### config.mk
export PLATFORM = sky130hd
export DESIGN_NAME = nmea_sentence_checksum_check_core
export DESIGN_NICKNAME = d
export VERILOG_FILES = /design/src/design/nscc_pkg.sv /design/src/design/nscc_xor_core.sv /design/src/design/nscc_out_stage.sv /design/src/design/nmea_sentence_checksum_check_core.sv
export SDC_FILE = /design/constraint.sdc
export NUM_CORES = 1
export LEC_CHECK = 0
export ABC_AREA = 1
export BUFFER_PORTS_ARGS = -buffer_cell sky130_fd_sc_hd__buf_2
export CORE_UTILIZATION = 53
export DETAILED_ROUTE_END_ITERATION = 10
export PLACE_DENSITY = 0.76
export SETUP_SLACK_MARGIN = 0.1
export SLEW_MARGIN = 15
export SYNTH_ARGS = -nofsm -noshare
export SYNTH_HDL_FRONTEND = slang
export SYNTH_SLANG_ARGS = --single-unit
### constraint.sdc
create_clock -name i_clk -period 2 [get_ports i_clk]
set_input_delay 0.3 -clock i_clk [delete_from_list [all_inputs] [get_ports i_clk]]
set_output_delay 0.3 -clock i_clk [all_outputs]
set_load 0.02 [all_outputs]
### src/design/nscc_pkg.sv
// Shared types, widths and the hex digit decoder for the NMEA checksum checker.
package nscc_pkg;

    localparam int unsigned BYTE_W      = 8;
    localparam int unsigned NIBBLE_W    = 4;
    localparam int unsigned COUNT_W     = 3;
    localparam int unsigned TAIL_DEPTH  = 3;
    localparam int unsigned OUT_TDATA_W = 24;

    // Count at which the delay line is full and its oldest byte belongs to the sum
    localparam logic [COUNT_W-1:0] COUNT_FULL  = 3'd4;
    // Fewest earlier bytes for a sentence that carries a checksum
    localparam logic [COUNT_W-1:0] COUNT_MIN   = 3'd2;

    localparam logic [BYTE_W-1:0] CH_0       = 8'h30;  // '0'
    localparam logic [BYTE_W-1:0] CH_9       = 8'h39;  // '9'
    localparam logic [BYTE_W-1:0] CH_UPPER_A = 8'h41;  // 'A'
    localparam logic [BYTE_W-1:0] CH_UPPER_Z = 8'h5A;  // 'Z'
    localparam logic [BYTE_W-1:0] CH_LOWER_A = 8'h61;  // 'a'
    localparam logic [BYTE_W-1:0] CH_LOWER_F = 8'h66;  // 'f'
    localparam logic [BYTE_W-1:0] CASE_GAP   = 8'h20;  // 'a' - 'A'
    localparam logic [BYTE_W-1:0] HEX_TEN    = 8'd10;

    // One checked sentence
    typedef struct packed {
        logic              too_short;
        logic [BYTE_W-1:0] received_sum;
        logic [BYTE_W-1:0] computed_sum;
        logic              sums_match;
    } t_result;

    // Decode one checksum character; anything that is not a hex digit reads as zero
    function automatic logic [NIBBLE_W-1:0] hex_digit(input logic [BYTE_W-1:0] c);
        logic [BYTE_W-1:0] lc;
        logic [BYTE_W-1:0] v;
        lc = c;
        if (c >= CH_UPPER_A && c <= CH_UPPER_Z) begin
            lc = c + CASE_GAP;
        end
        v = '0;
        if (lc >= CH_0 && lc <= CH_9) begin
            v = lc - CH_0;
        end else if (lc >= CH_LOWER_A && lc <= CH_LOWER_F) begin
            v = lc - CH_LOWER_A + HEX_TEN;
        end
        return v[NIBBLE_W-1:0];
    endfunction

endpackage

### src/design/nscc_xor_core.sv
// Running XOR, three-byte tail delay and checksum compare for one sentence byte.
module nscc_xor_core (
    input  logic                       i_clk,
    input  logic                       i_rst_n,
    input  logic                       i_fire,
    input  logic [nscc_pkg::BYTE_W-1:0] i_byte,
    input  logic                       i_last,
    output nscc_pkg::t_result          o_result
);

    logic [nscc_pkg::BYTE_W-1:0]  r_xor;
    logic [nscc_pkg::BYTE_W-1:0]  r_tail [nscc_pkg::TAIL_DEPTH];
    logic [nscc_pkg::COUNT_W-1:0] r_count;

    logic [nscc_pkg::BYTE_W-1:0]  n_xor;
    logic                         w_short;

    // Fold in the byte leaving the delay once the line is full
    assign n_xor   = (r_count >= nscc_pkg::COUNT_FULL) ? (r_xor ^ r_tail[2]) : r_xor;
    assign w_short = (r_count < nscc_pkg::COUNT_MIN);

    // Build the result for a final byte
    always_comb begin
        o_result.too_short    = w_short;
        o_result.computed_sum = w_short ? '0 : n_xor;
        o_result.received_sum = w_short ? '0 :
                                {nscc_pkg::hex_digit(r_tail[0]), nscc_pkg::hex_digit(i_byte)};
        o_result.sums_match   = !w_short && (n_xor == {nscc_pkg::hex_digit(r_tail[0]),
                                                       nscc_pkg::hex_digit(i_byte)});
    end

    // Advance the sentence state; clear it after the final byte
    always_ff @(posedge i_clk) begin
        if (!i_rst_n) begin
            r_xor   <= '0;
            r_tail  <= '{default: '0};
            r_count <= '0;
        end else if (i_fire) begin
            if (i_last) begin
                r_xor   <= '0;
                r_tail  <= '{default: '0};
                r_count <= '0;
            end else begin
                r_xor     <= n_xor;
                r_tail[2] <= r_tail[1];
                r_tail[1] <= r_tail[0];
                r_tail[0] <= i_byte;
                if (r_count < nscc_pkg::COUNT_FULL) begin
                    r_count <= r_count + 3'd1;
                end
            end
        end
    end

endmodule

### src/design/nscc_out_stage.sv
// Result register that holds one checked sentence until the sink takes it.
module nscc_out_stage (
    input  logic              i_clk,
    input  logic              i_rst_n,
    input  logic              i_load,
    input  nscc_pkg::t_result i_result,
    input  logic              i_ready,
    output logic              o_free,
    output logic              o_valid,
    output nscc_pkg::t_result o_result
);

    logic              r_valid;
    nscc_pkg::t_result r_result;

    assign o_free   = !r_valid || i_ready;
    assign o_valid  = r_valid;
    assign o_result = r_result;

    // Hold the result until taken; load a new one when the slot frees
    always_ff @(posedge i_clk) begin
        if (!i_rst_n) begin
            r_valid <= 1'b0;
        end else if (i_load && o_free) begin
            r_valid <= 1'b1;
        end else if (i_ready) begin
            r_valid <= 1'b0;
        end
    end

    always_ff @(posedge i_clk) begin
        if (i_load && o_free) begin
            r_result <= i_result;
        end
    end

endmodule

### src/design/nmea_sentence_checksum_check_core.sv
// Top level of the NMEA 0183 sentence checksum checker.
//
//  channel  | dir | tdata                              | tlast / tuser
//  ---------+-----+------------------------------------+-------------------------
//  s (in)   | in  | [7:0] char_byte                    | tlast = end_of_sentence
//  m (out)  | out | [0] sums_match, [8:1] computed_sum,| tuser = too_short
//           |     | [16:9] received_sum, [23:17] zero  |
//
// One byte is taken every cycle unless a final byte waits for the result slot; a
// byte passes the input register, then the XOR/compare logic, and a final byte's
// result lands in the result register. Only final bytes produce a word.
// Reset is synchronous, active low, and clears the sentence state.
// A stalled result blocks only a final byte waiting behind it.
module nmea_sentence_checksum_check_core (
    input  logic        i_clk,
    input  logic        i_rst_n,
    input  logic        i_s_tvalid,
    output logic        o_s_tready,
    input  logic [7:0]  i_s_tdata,   // [7:0] char_byte
    input  logic        i_s_tlast,   // end_of_sentence
    output logic        o_m_tvalid,
    input  logic        i_m_tready,
    output logic [23:0] o_m_tdata,   // [0] sums_match, [8:1] computed_sum, [16:9] received_sum
    output logic        o_m_tuser    // [0] too_short
);

    logic                        r_in_valid;
    logic [nscc_pkg::BYTE_W-1:0] r_in_byte;
    logic                        r_in_last;

    logic              w_out_free;
    logic              w_fire;
    nscc_pkg::t_result w_result;
    nscc_pkg::t_result w_out_result;

    // Advance the input register unless its final word waits for the result slot
    assign w_fire     = r_in_valid && (!r_in_last || w_out_free);
    assign o_s_tready = !r_in_valid || w_fire;

    always_ff @(posedge i_clk) begin
        if (!i_rst_n) begin
            r_in_valid <= 1'b0;
        end else if (o_s_tready) begin
            r_in_valid <= i_s_tvalid;
        end
    end

    always_ff @(posedge i_clk) begin
        if (o_s_tready && i_s_tvalid) begin
            r_in_byte <= i_s_tdata;
            r_in_last <= i_s_tlast;
        end
    end

    nscc_xor_core u_core (
        .i_clk    (i_clk),
        .i_rst_n  (i_rst_n),
        .i_fire   (w_fire),
        .i_byte   (r_in_byte),
        .i_last   (r_in_last),
        .o_result (w_result)
    );

    nscc_out_stage u_out (
        .i_clk    (i_clk),
        .i_rst_n  (i_rst_n),
        .i_load   (w_fire && r_in_last),
        .i_result (w_result),
        .i_ready  (i_m_tready),
        .o_free   (w_out_free),
        .o_valid  (o_m_tvalid),
        .o_result (w_out_result)
    );

    // Pack the result word
    assign o_m_tdata = {7'd0, w_out_result.received_sum, w_out_result.computed_sum,
                        w_out_result.sums_match};
    assign o_m_tuser = w_out_result.too_short;

endmodule

# == After elaboration in Yosys (flattened, before gate mapping) ==
# Index checks and enable logic that the tools add are counted.
# totals
wordCells,73
inputBits,13
output_inout_bits,27
ff_bits,64
# classes
n_reduce_logical,21
bitwise,1
n_lt_le_gt_ge,15
eq_ne,1
muxes,13
addsub,9
# ops
op,n
greater-or-equal comparator 8 x 7 -> 1 bit (second input constant),4
less-or-equal comparator 8 x 7 -> 1 bit (second input constant),4
2-to-1 mux 8 bit,4
2-to-1 mux 24 bit,1
adder 8 x 6 -> 8 bit (second input constant),2
greater-or-equal comparator 8 x 6 -> 1 bit (second input constant),2
less-or-equal comparator 8 x 6 -> 1 bit (second input constant),2
2-to-1 mux 4 bit,4
subtractor 4 x 1 -> 4 bit (second input constant),4
logical AND 1 bit,11
adder 4 bit (second input constant),2
equality test 8 bit,1
bitwise XOR 8 bit,1
2-to-1 mux 3 bit,2
zero test 1 bit,4
nonzero test 2 bit,2
adder 3 x 1 -> 3 bit (second input constant),1
greater-or-equal comparator 3 bit (second input constant),1
logical OR 1 bit,3
less-than comparator 3 x 2 -> 1 bit (second input constant),1
less-than comparator 3 bit (second input constant),1
2-to-1 mux 1 bit,2
AND reduction 2 bit,1

# == Longest topological paths before layout ==
# Gate-level depths: netlist (run 1).
# depth
word_depth,9
depth_mapped,21
mapped_depth_nobuf,21

# == By module ==
# A second synthesis (run 1) with hierarchy kept.
# hier_totals
hier_cells,422
area_unflattened_um2,3325.7
# modules_own_cells
module,n_inst,area_per_inst_um2,cells_per_inst,seq_area_each_um2
nscc_xor_core,1,2333.5,369,700.7
nscc_out_stage,1,591.8,25,560.5
nmea_sentence_checksum_check_core,1,400.4,28,290.3

# == Worst setup path after synthesis (run 1) ==
# No wires, ideal clock.
# synth_path
path_type,register -> register
startpoint,register r_in_byte[1] (netlist bit)
endpoint,"register u_out.r_result, in the netlist u_out.o_result[0], data pin"
t_arrival_ns,1.964
n_path_buf,0
stages_incl_launch_ff,20
setup_ns,0.251
setup_slack_ns,-0.214
t_required_ns,1.749
synth_period_minus_slack_ns,2.214
cell_sequence,edfxtp_1 inv_1 ha_1 inv_1 nor2_1 nand2_1 nand2_1 nand2_1 nand3_2 nand2_1 nand2_2 nand2_1 nor2_1 nand2_1 o21ai_0 nand2_1 nand2_1 nand2_1 nand3_1 nor2_1
# synth_rtl
item,line_no,text
"start, declared",nmea_sentence_checksum_check_core.sv:28,logic [nscc_pkg::BYTE_W-1:0] r_in_byte;
"start signal, assigned",nmea_sentence_checksum_check_core.sv:50,r_in_byte <= i_s_tdata;
"end signal, assigned",nscc_out_stage.sv:33,r_result <= i_result;
"end, declared",nscc_out_stage.sv:14,nscc_pkg::t_result r_result;

==> results of run 1 <==
[path summary, 6_finish.rpt]
check	to	slack, ns	cells after the start
max reg2reg	u_out.o_result[0]	-0.35	20
min reg2reg	u_core.r_tail[1]	0.46	2
min	r_in_byte[7]	0.13	1
max	u_out.o_result[0]	-0.35	20
[metrics by stage]
| step | std cells | util [%] | hold WS [ns] | setup TNS, ns | worst slack, ns |
|---|---|---|---|---|---|
| global placement | 584 | 61.9 | 0.446 | -0.0990 | -0.0990 |
| finish | 613 | 71.7 | 0.126 | -1.16 | -0.354 |
| global route | 613 | 71.7 | 0.122 | -2.26 | -0.553 |
| CTS | 608 | 68.2 | 0.116 | -0.525 | -0.220 |
| floorplan | 458 | - | 0.399 | -0.144 | -0.144 |
| detailed placement | 584 | 61.9 | 0.452 | -0.572 | -0.225 |
[cell type report]
class	count	area, sq um
Multi-Input combinational cell	331	1930
Fill cell	506	1790
Tap cell	77	96.3
Clock buffer	11	163
Clock inverter	5	27.5
Inverter	42	165
Sequential cell	64	1560
Timing Repair Buffer	83	588
[kinds of logic after synthesis]
kind of cell	count (synthesis)	share of synthesized area (%)
AND/OR/NAND/NOR	259	34.2
AO/OA/AOI/OAI	49	7.39
adder cells (fa/ha/maj)	13	4.71
other	1	0.109
XOR/XNOR	3	0.760
buffers and inverters	63	7.97
flip-flops	64	44.9
[cell usage after synthesis, drive strengths merged, types with 2 or more instances]
cell | count | area [sq um]
edfxtp | 27 | 811
or2 | 8 | 50.1
dfxtp | 37 | 741
inv | 41 | 154
ha | 13 | 163
nor2 | 42 | 196
nand2 | 166 | 686
buf | 10 | 76.3
clkbuf | 11 | 41.3
xor2 | 2 | 17.5
a21oi | 41 | 209
o21ai | 7 | 38.8
nand4 | 4 | 31.3
nand3 | 37 | 205
[power groups by stage]
stage	Sequential, mW	Clock [mW]	Combinational [mW]
floorplan	1.45	0	0.178
global placement	1.43	0	0.266
detailed placement	1.43	0	0.274
CTS	1.41	1.07	0.305
global route	1.41	1.13	0.377
finish	1.41	1.06	0.344
[sequential cells by signal, indices dropped and copies added, names as in the netlist]
signal / flops
u_core.r_tail: 24
u_out.o_result: 18
r_in_byte: 8
u_core.r_xor: 8
u_core.r_count: 3
r_in_last: 1
r_in_valid: 1
u_out.o_valid: 1
[what timing repair did]
item	4_1_cts	5_1_grt
endpoints found under the setup margin	9	9
resized for setup	40	52
pin swaps	23	46
buffers inserted	8	9
hold endpoints to repair	0	0
[routing by layer]
layer	GRT usage, %	routed length (microns)	share of wire [%]
met1	27.8	3370	39
met2	43.0	4480	52
met3	5.05	461	5.3
met4	13.8	326	3.8
met5	0	0	0
==> results.yml, run 1 <==
cells_and_area:
  syn_to_final_growth_pct: 31.0
  mostFrequentLayoutCell: "nand2_1"
  antenna_cells: 0
  layout_common_cells: "nand2_1 (131), buf_4 (39), a21oi_1 (38)"
  fin_nets: 557
  drive_gt1_share_pct: 36.2
  stdcell_area_sq_um: 4530
sta:
  finalCritPeriodShare_pct: 118
  final_max_slew_viol_count: 0
  hold_violations: 0
  timing.fmax_ghz: 0.425
  worst_slack_ns: -0.354
  rsz0062_at_grt: "yes"
  setup_viol: 7
  fin_crit_ns: 2.35
  skew_ns: 0.0110
worst_setup_path:
  path_class: "register to register"
  max_stage_delay_ns: 0.42
  crit_slowest_cell: "edfxtp_1"
  path_cells: "inv_2 > ha_4 > inv_2 > nor2_2 > nand2_2 > nand2_4 > nand2_4 > nand3_4 > nand2_2 > nand2_2 > nand2_1 > nor2_1 > nand2_1 > nand2_2 > nand2_2 > nand2_2 > nand2_2 > nor2_1 > nand3_1 > nor2_1"
  cpMostUsedCell: "nand2_2"
  cp.arrival_ns: 2.56
  crit_fanout: 5
  crit_buf_inv: 2
  critPathCaptureType: "register"
  cp-start-kind: "register"
  required_ns: 2.20
  reg2reg_from: "r_in_byte[0]"
  cp_top_family: "simple AND/OR/NAND/NOR gates"
  timing.critical_path.from: "r_in_byte[0]"
route:
  antenna_left: 0
  drt-initial-drc-count: 206
  drt_first_pass_iters: 6
  route.detailed.drc: 0
  viasPerCell: 5.31
  vias: 3258
  wl_per_cell_microns: 14.1
  routed_wl_microns: 8640
power:
  p_total_mw: 2.81
  swShare_pct: 26.6
  p_clk_share_pct: 37.8
  p_int_mw: 2.07
  power_frac_comb_pct: 12.2
  leakagePower_nw: 1.93
  p_sw_mw: 0.747
  ir_worst_vdd_mv: 0.449
  powerDensity_nw_per_um2: 621
  seqPwrFrac_pct: 50.0
clocking:
  htree_num_levels: 3
  cts_buffers: 9
  cts_tree: "yes"
  clkLatencyLatePin_ns: 0.35
  cts.sinks: 64
  cts_hold_buf: 0
  cts_root_buf: "clkbuf_8"
  clk_pin_slew_ns: 0.07
  cts_buffer_depth: 2
floorplan:
  num_rows: 29
  initial_core_util_pct: 54.7
  num_io_pins: 40
  die_w_microns: 82.8
  dieArea_sq_um: 6850
  dieHeight_microns: 82.8
  core-area_sq_um: 6310
logic_synthesis:
  ys_types: 31
  synth.avg_cell_area_sq_um: 7.65
  netlist_area_sq_um: 3460
  synth_edf_count: 27
  synth_top_flop_cell: "dfxtp_1"
  syn_inst: 452
  synth_seq_area_share_pct: 44.9
  yosysWarningCount: 0
  ys_ff_latch: 64
  async_flop_share_pct: 0
min_path:
  worstHoldStart: "i_s_tdata[7]"
  hp-class: "input pin to register"
placed_design:
  gp_congestion: 0.947
  dp_hpwl_microns: 5350
  placed_area_sq_um: 3910
  port_buffers: 32
job:
  max_cap_viol_count: 0
outcome:
  violations: "negative setup slack"
  status: "complete, but fails checks"
global_route:
  grt_remaining_overflow: 0
  track_usage_pct: 24.6
  grt_antenna_before_repair: 0
  grt_pass1_vias: 2856
  grt_start_max_net_pins: 25
  grt_first_pass_wirelength_microns: 12400
(Power assumes the default switching activity.)
==> run 2, diff against run 1 <==
--- a/config.mk
+++ b/config.mk
@@ -5,7 +5,6 @@
 export SDC_FILE = /design/constraint.sdc
 export NUM_CORES = 1
 export LEC_CHECK = 0
-export ABC_AREA = 1
 export BUFFER_PORTS_ARGS = -buffer_cell sky130_fd_sc_hd__buf_2
 export CORE_UTILIZATION = 53
 export DETAILED_ROUTE_END_ITERATION = 10
==> results.yml, run 2 <==
worst_setup_path:
  crit_buf_inv: 1
  required_ns: 2.17
  critPathCaptureType: "register"
  max_stage_delay_ns: 0.49
  cp-start-kind: "register"
  cp.arrival_ns: 2.79
  path_class: "register to register"
  crit_slowest_cell: "o31ai_4"
  crit_fanout: 9
  cp_top_family: "compound AO/OA/AOI/OAI gates"
  path_cells: "buf_6 > nand3b_1 > a211o_1 > o31ai_4 > and2_4 > o21ai_2 > o21a_1 > xnor2_2 > nor4_2"
logic_synthesis:
  ys_ff_latch: 64
  ys_types: 60
  yosysMostFrequentCell: "nand2_1"
  synth.avg_cell_area_sq_um: 9.50
  synth_edf_count: 27
  synth_area_leaders: "edfxtp_1 (23%), dfxtp_1 (21%), a21boi_0 (6.9%)"
  synth_top_area_share_pct: 22.6
  synth_common_cells: "nand2_1 (46), dfxtp_1 (37), a21boi_0 (33)"
  async_flop_share_pct: 0
  syn_inst: 378
  yosysWarningCount: 0
  yosys.area.top_type: "edfxtp_1"
  synth_seq_area_share_pct: 43.2
  netlist_area_sq_um: 3590
  synth_top_flop_cell: "dfxtp_1"
floorplan:
  initial_core_util_pct: 55.6
  num_io_pins: 40
  core-area_sq_um: 6460
  dieHeight_microns: 84.3
  die_w_microns: 84.3
  num_rows: 29
  dieArea_sq_um: 7110
sta:
  finalCritPeriodShare_pct: 131
  setup_viol: 9
  final_max_slew_viol_count: 0
  worstMarginPinSlew_ns: 0.739
  hold_violations: 0
  worst_slack_ns: -0.622
  timing.fmax_ghz: 0.381
  fin_crit_ns: 2.62
  rsz0062_at_grt: "yes"
  slew_headroom_pct: 50.7
  skew_ns: 0.00738
power:
  power_frac_comb_pct: 11.9
  ir_worst_vdd_mv: 0.429
  leakagePower_nw: 1.69
  p_sw_mw: 0.744
  seqPwrFrac_pct: 49.4
  swShare_pct: 26.2
  p_clk_share_pct: 38.7
  p_int_mw: 2.10
  powerDensity_nw_per_um2: 610
  p_total_mw: 2.84
global_route:
  track_usage_pct: 25.0
  grt_antenna_before_repair: 0
  grt_pass1_vias: 2901
  grt_remaining_overflow: 0
  grt_first_pass_wirelength_microns: 13900
  grt_start_max_net_pins: 39
placed_design:
  dp_slack_ns: -0.633
  gp_congestion: 0.944
  dp_hpwl_microns: 5900
  placed_area_sq_um: 4180
  port_buffers: 32
route:
  drt-initial-drc-count: 223
  routed_wl_microns: 9040
  drt_first_pass_iters: 5
  route.detailed.drc: 0
  vias: 3147
  wl_per_cell_microns: 16.6
  viasPerCell: 5.78
  antenna_left: 0
job:
  max_cap_viol_count: 0
cells_and_area:
  mostFrequentLayoutCell: "buf_4"
  fin_nets: 488
  syn_to_final_growth_pct: 29.8
  largest_register_ffs: 24
  layout_common_cells: "buf_4 (58), nand2_1 (46), dfxtp_1 (35)"
  stdcell_area_sq_um: 4660
  regMostFlops: "u_core.r_tail"
  antenna_cells: 0
  drive_gt1_share_pct: 33.8
clocking:
  clkLatencyLatePin_ns: 0.34
  htree_num_levels: 3
  cts_buffer_depth: 2
  cts_hold_buf: 0
  cts_tree: "yes"
  cts_buffers: 9
  cts.sinks: 64
  cts_root_buf: "clkbuf_8"
  clk_pin_slew_ns: 0.07
outcome:
  status: "complete, but fails checks"
  violations: "negative setup slack"
min_path:
  hp-class: "input pin to register"
run 2: changes by cell type in the layout (fill, tap and decap cells not counted), moves of 19 or more:
cell / delta
nand2_1: -85
a21boi_0: +33
a21oi_1: -26
inv_1: -20
nand3_1: -20
nor2_1: -20
buf_4: +19
nand2_2: -19
nand3b_1: +19
run 2: worst reg2reg max path: cells and delay by family, from the launching register on:
kind | cells | cell delay (ns)
AOI/OAI and AO/OA | 4 | 1.02
and+or+nand+nor | 3 | 0.66
DFF | 1 | 0.43
buffers and inverters | 1 | 0.18
xor gates and xnor gates | 1 | 0.16
run 2: final cells by class:
class / count / area, sq um
inverters: 13 / 56.3
flip-flops and latches: 64 / 1560
repair buffers: 97 / 683
multi-input cells: 277 / 2080
clock buffers: 10 / 128
clock inverters: 6 / 60.1
fillers: 438 / 1800
well taps: 77 / 96.3
run 2: repair_timing:
item,4_1_cts,5_1_grt
gates resized for setup,21,17
endpoints found under the hold margin,0,0
pin swaps,18,5
setup buffers,6,8
setup endpoints to repair,9,9
run 2: cell families after synthesis:
| family | count (synthesis) | synth area share (%) |
|---|---|---|
| and+or+nand+nor | 134 | 20.8 |
| AOI/OAI and AO/OA | 98 | 19.7 |
| DFF | 64 | 43.2 |
| muxes | 2 | 0.558 |
| adders and majority gates | 13 | 4.53 |
| buffers and inverters | 43 | 5.47 |
| xor gates and xnor gates | 23 | 5.61 |
| other | 1 | 0.104 |
run 2: stage by stage:
stage | hold WS [ns] | util (%) | TNS [ns] | instances
after floorplan | 0.399 | - | -1.13 | 384
after global placement | 0.450 | 64.8 | -1.56 | 514
after detailed placement | 0.458 | 64.8 | -2.29 | 514
after CTS | 0.119 | 69.9 | -2.25 | 536
after global routing | 0.122 | 72.2 | -3.44 | 544
final | 0.128 | 72.2 | -2.72 | 544
run 2: worst paths after layout:
| check | from | to | slack, ns | depth (start not counted) |
|---|---|---|---|---|
| worst min-delay path | i_s_tdata[4] | r_in_byte[4] | 0.13 | 1 |
| worst min register to register | u_core.r_tail[10] | u_core.r_tail[10] | 0.47 | 2 |
| worst max-delay path | r_in_byte[1] | u_out.o_result[0] | -0.62 | 9 |
| worst max register to register | r_in_byte[1] | u_out.o_result[0] | -0.62 | 9 |
run 2: power groups by stage:
stage / sequential [mW] / combinational (mW) / clock [mW]
finish: 1.41 / 0.339 / 1.10
global route: 1.41 / 0.363 / 1.16
CTS: 1.41 / 0.316 / 1.11
detailed placement: 1.43 / 0.297 / 0
global placement: 1.43 / 0.287 / 0
floorplan: 1.45 / 0.178 / 0
run 2: per-layer routing:
| metal | GRT usage, % | routed length, microns | vias up |
|---|---|---|---|
| li1 | - | - | 1506 |
| met4 | 11.3 | 231 | 0 |
| met5 | 0 | 0 | - |
| met1 | 30.8 | 3890 | 1501 |
| met3 | 4.42 | 414 | 25 |
| met2 | 42.7 | 4510 | 115 |
